### config.mk
export PLATFORM = sky130hd
export DESIGN_NAME = dmx_store
export DESIGN_NICKNAME = d
export VERILOG_FILES = /design/src/rtl/core/dmx_pkg.sv /design/src/rtl/core/dmx_store.sv
export SDC_FILE = /design/constraint.sdc
export NUM_CORES = 2
export LEC_CHECK = 0
export BUFFER_PORTS_ARGS = -buffer_cell sky130_fd_sc_hd__buf_4
export CAP_MARGIN = 20
export CORE_UTILIZATION = 55
export DETAILED_ROUTE_END_ITERATION = 16
export PLACE_DENSITY_LB_ADDON = 0.12
export SYNTH_ARGS = -nofsm -noshare
export SYNTH_HDL_FRONTEND = slang
export SYNTH_MEMORY_MAX_BITS = 65536
export SYNTH_SLANG_ARGS = --single-unit
### constraint.sdc
create_clock -name clk -period 22.6 [get_ports clk]
set_clock_uncertainty 0.15 [all_clocks]
set_input_delay 3.39 -clock clk [delete_from_list [all_inputs] [get_ports clk]]
set_output_delay 3.39 -clock clk [all_outputs]
set_load 0.01 [all_outputs]
### src/rtl/core/dmx_pkg.sv
package dmx_pkg;

  // Fixed widths of the item fields and registers.
  localparam int SLOT_W  = 10;
  localparam int LEVEL_W = 8;
  localparam int CMD_W   = 3;
  localparam int TICK_W  = 16;
  localparam int BIT_W   = 4;
  localparam int CFG_W   = 16;
  localparam int IDX_W   = 3;

  // Serial frame: start bit, eight data bits, two stop bits.
  localparam logic [BIT_W-1:0] DATA_LAST_BIT = 4'd8;
  localparam logic [BIT_W-1:0] FRAME_BITS    = 4'd11;

  typedef enum logic [CMD_W-1:0] {
    CMD_TICK  = 3'd0,
    CMD_WRITE = 3'd1,
    CMD_START = 3'd2,
    CMD_STOP  = 3'd3,
    CMD_CLEAR = 3'd4
  } cmd_t;

  typedef enum logic [1:0] {
    PH_OFF   = 2'd0,
    PH_BREAK = 2'd1,
    PH_MAB   = 2'd2,
    PH_TX    = 2'd3
  } phase_t;

  // Configuration register indexes.
  localparam logic [IDX_W-1:0] REG_CHANNEL_COUNT = 3'd0;
  localparam logic [IDX_W-1:0] REG_START_CODE    = 3'd1;
  localparam logic [IDX_W-1:0] REG_BREAK_TICKS   = 3'd2;
  localparam logic [IDX_W-1:0] REG_MAB_TICKS     = 3'd3;
  localparam logic [IDX_W-1:0] REG_BIT_TICKS     = 3'd4;

  // Requests from the sequencer to the universe store.
  typedef struct packed {
    logic               we;
    logic [SLOT_W-1:0]  addr;
    logic [LEVEL_W-1:0] data;
    logic               rd_en;
    logic [SLOT_W-1:0]  rd_addr;
    logic               clear;
    logic [LEVEL_W-1:0] fill;
  } store_ctl_t;

  // Level driven on the line for a given sequencer state.
  function automatic logic line_of(phase_t ph, logic [BIT_W-1:0] bi, logic b0);
    logic l;
    l = 1'b1;
    if (ph == PH_BREAK) begin
      l = 1'b0;
    end else if (ph == PH_TX) begin
      if (bi == '0) begin
        l = 1'b0;
      end else if (bi <= DATA_LAST_BIT) begin
        l = b0;
      end
    end
    return l;
  endfunction

endpackage

### src/rtl/core/dmx_store.sv
module dmx_store import dmx_pkg::*; #(
  parameter int MAX_SLOTS = 512
) (
  input  logic               clk,
  input  logic               rst_n,
  input  store_ctl_t         ctl,
  output logic [LEVEL_W-1:0] rd_data,
  output logic               busy
);

  localparam int AW = (MAX_SLOTS < 2) ? 1 : $clog2(MAX_SLOTS + 1);
  localparam logic [AW-1:0] LAST_ADDR = AW'(MAX_SLOTS);

  logic [LEVEL_W-1:0] mem [0:MAX_SLOTS];
  logic [LEVEL_W-1:0] rd_data_r;
  logic               busy_r;
  logic [AW-1:0]      cnt_r;
  logic [LEVEL_W-1:0] fill_r;

  // Sweep control: runs after reset and on a clear request.
  always_ff @(posedge clk) begin
    if (!rst_n) begin
      busy_r <= 1'b1;
      cnt_r  <= '0;
      fill_r <= '0;
    end else if (busy_r) begin
      if (cnt_r == LAST_ADDR) begin
        busy_r <= 1'b0;
      end else begin
        cnt_r <= cnt_r + 1'b1;
      end
    end else if (ctl.clear) begin
      busy_r <= 1'b1;
      cnt_r  <= '0;
      fill_r <= ctl.fill;
    end
  end

  // Single write port, registered read port.
  always_ff @(posedge clk) begin
    if (busy_r) begin
      mem[cnt_r] <= (cnt_r == '0) ? fill_r : '0;
    end else if (ctl.we) begin
      mem[ctl.addr[AW-1:0]] <= ctl.data;
    end
    if (ctl.rd_en) begin
      rd_data_r <= mem[ctl.rd_addr[AW-1:0]];
    end
  end

  assign rd_data = rd_data_r;
  assign busy    = busy_r;

endmodule

==> results by group <==
Timing
  – Final Setup Violations: 0
  – RSZ-0062 raised after global routing: false
  – Slew HR: 16.8%
  – Achievable Freq: 116 MHz
  – Final worst slack: 14.01 ns
  – Final Hold Fails: 0
  – Final min period: 8.59 ns
  – Final-report max-slew violation count: 0
  – Period utilization: between 30% and 40%
  – Setup TNS: 0 ns
  – Slew @ Worst Pin: approximately 1.2 ns

Min path
  – Worst Hold End: fill_r[6]
  – Hold Crit Start: fill_r[6]
  – Min-delay worst type: flop to flop
  – Hold path cells: 2

GRT
  – First-pass GRT wire length: 654000 microns
  – Initial antenna violation count: 42
  – Pin count of the biggest net entering global routing: roughly 200
  – All-Layer GR Usage: 32.4%
  – GRT Residual Overflow: 0
  – Vias in the first global route: 81386

Final layout
  – Final net count: around 8000
  – Sequential Area: 0.124 sq mm
  – Layout cells sized above 1: 22.7%
  – Area delta synth->final: 11.3%
  – Multi-input logic area: ~0.035 sq mm
  – Fillers: 20376
  – Final instance area: 0.179 sq mm

Synthesis
  – Synth Net Count: between 7000 and 8000
  – Syn Inst Count: 7760
  – Synthesized area: 0.161 sq mm
  – Top-count cell post-synth: edfxtp_1
  – Yosys top cell area share: 76.9%
  – Top_reg_cell synth: edfxtp_1
  – Number of synthesized flops with an enable pin: 4112
  – Post-synth ARST share: 0%
  – Mean area per synthesized cell: 20.7 sq um
  – Seq/Total Area, Yosys: between 70% and 80%
  – Most area-consuming cells after synthesis: edfxtp_1 77%, mux4_2 13%, mux2i_1 1.8%
  – Synth warnings: 0
  – Synth cell types: 82
  – Most frequent cells after synthesis: 4112 x edfxtp_1, 929 x mux4_2, 605 x nor2_1
  – Area leader, netlist: edfxtp_1
  – Yosys reg bits: 4131

Floorplan
  – Die area: 0.294 sq mm
  – Core Rows: 198
  – Initial Util: 55.2%
  – Die width: 542 microns
  – Core Footprint: just under 0.3 sq mm
  – Boundary pin count: 50
  – Die height: between 500 and 600 microns

Route
  – # DRC: 0
  – Vias/cell: 6.84
  – Per-cell routed wire length: 38.7 microns
  – Detailed Route WL: about 470000 microns
  – TritonRoute pass-1 iters: 9
  – DR vias: approximately 84000
  – Iter 0 DRT Violations: 12865
  – Number of routed nets with antenna violations: 0

Critical path
  – CP Class: primary input to flop
  – WP data required: 23.17 ns
  – Crit start category: primary input
  – Reg2Reg Depth: 11
  – Arr. time, crit path: around 9 ns
  – R2R Setup Slk: between 15 and 20 ns
  – Crit path capture type: flop
  – R2R Path Start: cnt_r[1]
  – Worst r2r dst: mem[382][6]
  – Critical path peak fanout: 115

Power and ir drop
  – Pwr dens: roughly 87 mW/mm^2
  – VDD IR max: 0.0767 mV
  – Final Total Pwr: 0.0156 W
  – Leakage: 60.4 nW

Clock tree
  – PostCTS Resize Cnt: 0
  – Num CTS Buffers: around 420
  – Clock Path Buffers: 4
  – CTS tree: done
  – Cts hold-fix bufs: 0
  – H-tree levels: 5
  – Post-CTS Setup Inserts: 0
  – CTS root buffer: clkbuf_16
  – # clock sinks: 4131
  – Clk Latency, worst-skew pair: 1.01 ns
  – Clk slew on worst S/H paths: around 0.06 ns

Placement
  – Placed cell area: 0.166 sq mm
  – Buffers on Ports: 49
  – Post-Place Setup Slack: 13.12 ns
  – Post-DP HPWL: 287000 microns
  – Gpl congestion: 0.875

Status
  – Status: completed

Job
  – Max cap viols: 0
-- state kept, by name, summed over array words and instances, names as in the netlist --
signal / cells
busy: 1
cnt_r: 10
fill_r: 8
mem: 4104
rd_data: 8
-- where the power goes --
| part | internal, W | switching (W) | leakage (nW) |
|---|---|---|---|
| Sequential | 0.00830 | 0.00000397 | 42.2 |
| Clock | 0.00373 | 0.00292 | 6.33 |
| Combinational | 0.000220 | 0.000419 | 11.8 |
| Total | 0.0123 | 0.00334 | 60.4 |
-- kinds of logic after synthesis --
| group | synth area share, % |
|---|---|
| simple gates | 3.15 |
| buf+inv | 1.72 |
| compound gates | 3.01 |
| xor+xnor | 0.0164 |
| flops | 77.1 |
| mux | 15.0 |
| fa+ha+maj | 0.0156 |
-- cells in the final DEF (no fill, tap or decap), types with 11 or more instances in the layout --
cell type and n:
edfxtp_1 4112, mux4_2 929, nor2_1 602, clkbuf_16 416
mux2i_1 290, nand2_1 265, buf_4 242, o22ai_1 152
a22oi_1 139, a21oi_1 107, clkinv_1 107, clkbuf_1 87
clkinv_2 76, o21ai_0 64, nor3_1 60, nand3_1 57
diode_2 44, a31oi_1 41, o221ai_1 40, bufinv_16 31
a211oi_1 22, mux2_2 22, nand3_4 22, nor4_1 21
a221oi_1 19, nand4_1 19, and2_1 19, dfxtp_1 19
nand2b_1 13, buf_6 13, buf_12 12, o211ai_1 11
-- worst max-delay path by stage --
stage / start / to / slack, ns / cells after the start
2_1_floorplan: ctl[38] / mem[0][0] / 9.83 / 6
3_3_place_gp: ctl[10] / rd_data[2] / 13.06 / 11
3_5_place_dp: ctl[9] / rd_data[6] / 13.12 / 11
4_1_cts: ctl[9] / rd_data[6] / 14.13 / 11
5_1_grt: ctl[9] / rd_data[6] / 13.93 / 11
6_report: ctl[10] / rd_data[2] / 14.01 / 11
-- area by class of cell --
type | count | area share [%]
Multi-Input combinational cell | 3128 | 19.4
Clock inverter | 248 | 1.23
Clock buffer | 503 | 6.01
Tap cell | 3900 | 2.73
Sequential cell | 4131 | 69.3
Timing Repair Buffer | 275 | 1.31
Inverter | 12 | 0.0280
Antenna cell | 44 | 0.0616
-- per-layer routing --
layer,global-route usage [%],vias up,share of wire [%]
met5,0,-,0.067
met4,14.3,44,4.7
met3,8.25,1003,12
met2,49.5,5397,47
met1,44.5,44500,37
li1,-,32780,-
-- critical path, cell delays in order --
cell      delay (ns)
buf_8           0.49
buf_4           0.57
buf_4           0.64
buf_12          0.67
buf_4           0.74
mux4_2          0.60
a211oi_1        0.25
a211oi_1        0.13
nor4_1          0.82
nor3_1          0.23
a221o_1         0.35
-- per-stage QoR --
stage,hold slack (ns),std cells,util (%)
final,0.333,12241,61.5
after global routing,0.366,12201,61.4
after CTS,0.337,12187,61.4
after detailed placement,0.329,11436,56.9
after global placement,0.317,11424,56.9
after floorplan,0.293,7760,-
No activity file was read; power rests on OpenSTA's default activity.
